<file path="src/hw/rtl/tllbp_pkg.sv">
`timescale 1ns / 1ps
// ----------------------------------------------------------------------------
// tllbp_pkg
// Constants and controller/datapath interface types of the local predictor.
// ----------------------------------------------------------------------------
package tllbp_pkg;

  // Table geometry (history table entries must be a power of two)
  localparam int HIST_ENTRIES = 16384;
  localparam int HIST_BITS    = 14;
  localparam int CTR_BITS     = 4;
  localparam int HSLOT_W      = $clog2(HIST_ENTRIES);
  localparam int PAT_ENTRIES  = 1 << HIST_BITS;

  // Clear sweep covers the larger of the two tables
  localparam int CLR_ENTRIES  = (HIST_ENTRIES > PAT_ENTRIES) ? HIST_ENTRIES : PAT_ENTRIES;
  localparam int CLR_W        = $clog2(CLR_ENTRIES);

  // Threshold register
  localparam int THR_W        = 4;
  localparam logic [THR_W-1:0] THR_RESET = THR_W'(2);
  localparam int CMP_W        = (CTR_BITS > THR_W) ? CTR_BITS : THR_W;

  localparam logic [CTR_BITS-1:0] CTR_MAX = {CTR_BITS{1'b1}};

  // Request codes
  localparam logic CMD_PREDICT = 1'b0;
  localparam logic CMD_UPDATE  = 1'b1;

  // Configuration bus
  localparam int APB_ADDR_W = 2;
  localparam int APB_DATA_W = 32;

  // Controller to datapath
  typedef struct packed {
    logic clear;    // clear sweep step
    logic hist_rd;  // latch request, read history
    logic ctr_rd;   // read counter at history
    logic exec;     // predict or write back
  } dp_cmd_t;

  // Datapath to controller
  typedef struct packed {
    logic clear_last;
  } dp_sts_t;

endpackage

</file>
<file path="src/hw/rtl/tllbp_ctrl.sv">
`timescale 1ns / 1ps
// ----------------------------------------------------------------------------
// tllbp_ctrl
// Sequencer: clear sweep after reset, then history read, counter read and
// execute for each accepted request.
// ----------------------------------------------------------------------------
module tllbp_ctrl (
  input  logic              clk,
  input  logic              rst,
  input  logic              start,
  input  tllbp_pkg::dp_sts_t sts,
  output tllbp_pkg::dp_cmd_t cmd,
  output logic              busy
);

  typedef enum logic [3:0] {
    ST_CLEAR = 4'b0001,
    ST_IDLE  = 4'b0010,
    ST_HIST  = 4'b0100,
    ST_CTR   = 4'b1000
  } state_t;

  state_t state;
  state_t state_next;

  // State register
  always_ff @(posedge clk) begin
    if (rst) begin
      state <= ST_CLEAR;
    end else begin
      state <= state_next;
    end
  end

  // Next state
  always_comb begin
    state_next = state;
    unique case (state)
      ST_CLEAR: begin
        if (sts.clear_last) state_next = ST_IDLE;
      end
      ST_IDLE: begin
        if (start) state_next = ST_HIST;
      end
      ST_HIST: begin
        state_next = ST_CTR;
      end
      ST_CTR: begin
        state_next = ST_IDLE;
      end
      default: begin
        state_next = ST_CLEAR;
      end
    endcase
  end

  // Datapath commands
  always_comb begin
    cmd.clear   = (state == ST_CLEAR);
    cmd.hist_rd = (state == ST_IDLE) && start;
    cmd.ctr_rd  = (state == ST_HIST);
    cmd.exec    = (state == ST_CTR);
  end

  assign busy = (state != ST_IDLE);

endmodule

</file>
<file path="config.mk">
export PLATFORM = sky130hd
export DESIGN_NAME = tllbp_ctrl
export DESIGN_NICKNAME = d
export VERILOG_FILES = /design/src/hw/rtl/tllbp_pkg.sv /design/src/hw/rtl/tllbp_ctrl.sv
export SDC_FILE = /design/constraint.sdc
export NUM_CORES = 1
export LEC_CHECK = 0
export ABC_AREA = 1
export BUFFER_PORTS_ARGS = -buffer_cell sky130_fd_sc_hd__buf_2
export CAP_MARGIN = 10
export CORE_AREA = 2 2 39 41
export CTS_BUF_LIST = sky130_fd_sc_hd__clkbuf_8
export DETAILED_ROUTE_END_ITERATION = 7
export DIE_AREA = 0 0 41 43
export PLACE_DENSITY_LB_ADDON = 0.15
export SYNTH_ARGS = -nofsm -noshare
export SYNTH_HDL_FRONTEND = slang
export SYNTH_SLANG_ARGS = --single-unit
</file>
<file path="constraint.sdc">
create_clock -name clk -period 2.1 [get_ports clk]
set_clock_uncertainty 0.15 [all_clocks]
set_input_delay 0.21 -clock clk [delete_from_list [all_inputs] [get_ports clk]]
set_output_delay 0.21 -clock clk [all_outputs]
set_load 0.005 [all_outputs]
</file>
Yosys cells after proc, flatten, opt, wreduce, memory -nomap -nowiden --
Cells that the tools add are included. Widths: inputs -> output; s select.
Word-level totals: word-level logic and storage cells 13, output and inout port bits 5, register bits after elaboration 4, input port bits 4
Cells by class: muxes and demuxes 3, reductions and logical operators 2, eq/ne operators 7
Operators with widths (number):
- $pmux 4 s4 | 1
- $mux 4 | 2
- $eq 4x1->1 const B | 1
- $eq 4x2->1 const B | 1
- $eq 4x3->1 const B | 1
- $eq 4x4->1 const B | 1
- $ne 2x2->1 const B | 2
- $ne 4x2->1 const B | 1
- $reduce_and 2->1 | 1
- $logic_and 1x1->1 | 1

Longest topological paths before layout --
depth after elaboration 3, mapped depth 7

Worst setup path before layout --
OpenSTA, ideal clock, no wires.
kind reg-to-output, start point register state[1], end point output cmd[2] (netlist name), path slack 1044 ps, stages on the path, launching flop included 5, required time 1740 ps, data arrival time 696 ps, path through dfxtp_1 > inv_2 > nor2_2 > nand2_2 > nor2_1
RTL lines:
- start, declared | line tllbp_ctrl.sv:23 | state_t state;
- start signal, assigned | line tllbp_ctrl.sv:31 | state <= state_next;
- end, declared | line tllbp_ctrl.sv:12 | output tllbp_pkg::dp_cmd_t cmd,

==> impl_metrics.csv <==
group,metric,value,unit
clock_network,cts.htree.levels,1,
cells_and_area,nets,59,
route,first_pass_iters,2,
floorplanning,ioPinCount,9,
cells_and_area,regMostFlops,"state",
sta,tns,0,ns
sta,finalCritPeriodShare,66.1,%
grt,grt_first_pass_wirelength,779,um
grt,grt_pass1_vias,196,
worst_setup_path,crit_path_start_kind,"flop",
floorplanning,die_h,43,um
route,wl,494,um
cells_and_area,mostFrequentLayoutCell,"nand2_1",
clock_network,cts_resized,0,
floorplanning,die_area,0.00176,mm^2
route,drtIter0Drc,3,
logic_synthesis,yosys_warnings,0,
clock_network,cts.clk_slew.worst_paths,0.03,ns
logic_synthesis,synthDistinctLibCells,9,
route,vias_per_cell,3.62,
cells_and_area,largestRegisters,"state x4",
sta,setup_viol,0,
sta,slew_violations,0,
clock_network,clk_path_buf_depth,2,
grt,grt_max_degree,5,
power,powerDensity,938,mW/mm^2
logic_synthesis,syn_avg_cell_area,5.81,um^2
clock_network,post-cts-setup-buffers,0,
logic_synthesis,syn-num-nets,46,
hold_path,min_path_type,"in -> reg",
sta,hold_viol,0,
worst_setup_path,critPathCaptureType,"primary output",
cells_and_area,syn_to_final_growth,41.5,%
power,total_power,324,uW
worst_setup_path,path_max_fanout,4,
logic_synthesis,yosys_register_bits,4,
grt,grt.total_usage,7.62,%
cells_and_area,mostFrequentLayoutCells,"12 x nand2_1, 9 x nor2_1, 8 x buf_2",
worst_setup_path,cp_cell_sequence,"inv_2 -> nor2_2 -> nand2_2 -> nor2_1 -> buf_2",
worst_setup_path,crit_type,"reg -> out",
worst_setup_path,arrival,1.03,ns
route,drc,0,
sta,period_minus_slack,1.39,ns
place,hpwl,434,um
cells_and_area,stdcell_area,345,um^2
route,post_drt_wl_per_cell,7.16,um
worst_setup_path,required,1.74,ns
sta,max_slew_margin,88.8,%
grt,grt_antenna_before_repair,0,
clock_network,cts_buffers,3,
cells_and_area,drive_gt1_share,35.8,%
floorplanning,coreArea,0.00138,mm^2
clock_network,cts-root-buf,"clkbuf_8",
floorplanning,die_w,41,um
place,port_buffers,8,
worst_setup_path,cpPeakStageDelay,0.39,ns
floorplanning,row_count,14,
grt,globalRouteOverflowTotal,0,
logic_synthesis,yosysSeqAreaShare,32.8,%
sta,max_freq,0.721,GHz
power,irDropWorstVdd,277,uV
route,vias,250,
route,ant_nets,0,
worst_setup_path,crit_slowest_cell,"dfxtp_1",
place,postPlaceCellArea,304,um^2
logic_synthesis,syn-cell-area,244,um^2
clock_network,hold_buffers,0,
sta,worst_pin_slew,0.167,ns
sta,grt_setup_unrepaired,"false",
floorplanning,start_util,17.6,%
power,power.leakage,0.000183,uW
place,gp_congestion,0.684,
cells_and_area,antennaDiodeCount,0,
status,status,"complete, no violations",
logic_synthesis,synthCells,42,
cells_and_area,largest_register_ff_count,4,
flow_run,cap_violations,0,
clock_network,cts_sinks,4,
clock_network,cts_tree,"done",
clock_network,clk_latency,0.21,ns
==> worst max-delay path, delay by kind of cell (launching register included) <==
| kind | cells | cell delay (ns) |
|---|---|---|
| simple gates | 3 | 0.25 |
| flops | 1 | 0.39 |
| buf+inv | 2 | 0.17 |
==> final timing paths <==
check / start / slack (ns) / depth (start not counted) / end
worst min register to register: state[2] / 0.37 / 2 / state[3]
worst min-delay path: rst / 0.06 / 2 / state[2]
worst max-delay path: state[1] / 0.71 / 5 / cmd[2]
worst max register to register: state[0] / 1.04 / 7 / state[0]
==> cell type report <==
cell class,instances,area [um^2]
sequential,4,80.1
timing repair buffer,8,40.0
fill,161,1040
clock buffer,3,41.3
multi-input combinational,30,134
inverter,8,30.0
tap,16,20.0
==> synthesized netlist by cell type (all sizes together) <==
| library cell | n | area share (%) |
|---|---|---|
| inv | 8 | 12 |
| nand3b | 1 | 3.1 |
| dfxtp | 4 | 33 |
| nor3 | 2 | 4.1 |
| nand2 | 13 | 21 |
| nor2 | 14 | 27 |
==> layer usage <==
layer  track usage (%)  routed length (um)  vias to the layer above  part of all wire [%]
met2              7.50                 182                       10                    37
met3              3.14                  40                        2                   8.1
met1              8.97                 256                       92                    52
met5                 0                   0                        -                     0
met4              12.0                  14                        0                   2.8
li1                  -                   -                      146                     -
==> metrics by stage <==
stage / hold slack (ns) / worst slack (ns) / instances / util, %
after detailed placement: 0.277 / 0.931 / 66 / 22.0
after global routing: 0.0541 / 0.606 / 69 / 25.0
after CTS: 0.0550 / 0.695 / 69 / 25.0
after global placement: 0.280 / 0.926 / 66 / 22.0
final: 0.0553 / 0.713 / 69 / 25.0
after floorplan: 0.137 / 1.04 / 42 / -
==> power breakdown <==
group          leakage [uW]  switching [uW]  internal, uW
clock             0.0000216            36.1           122
combinational      0.000129            40.5          29.8
sequential        0.0000328            10.5          85.1
total              0.000183            87.2           237
==> kinds of logic (layout without fill, tap and decap cells) <==
group | after synthesis | count (layout) | synth area share [%]
simple gates | 30 | 30 | 54.9
flops | 4 | 4 | 32.8
buf+inv | 8 | 19 | 12.3
No activity file was read; power rests on OpenSTA's default activity.
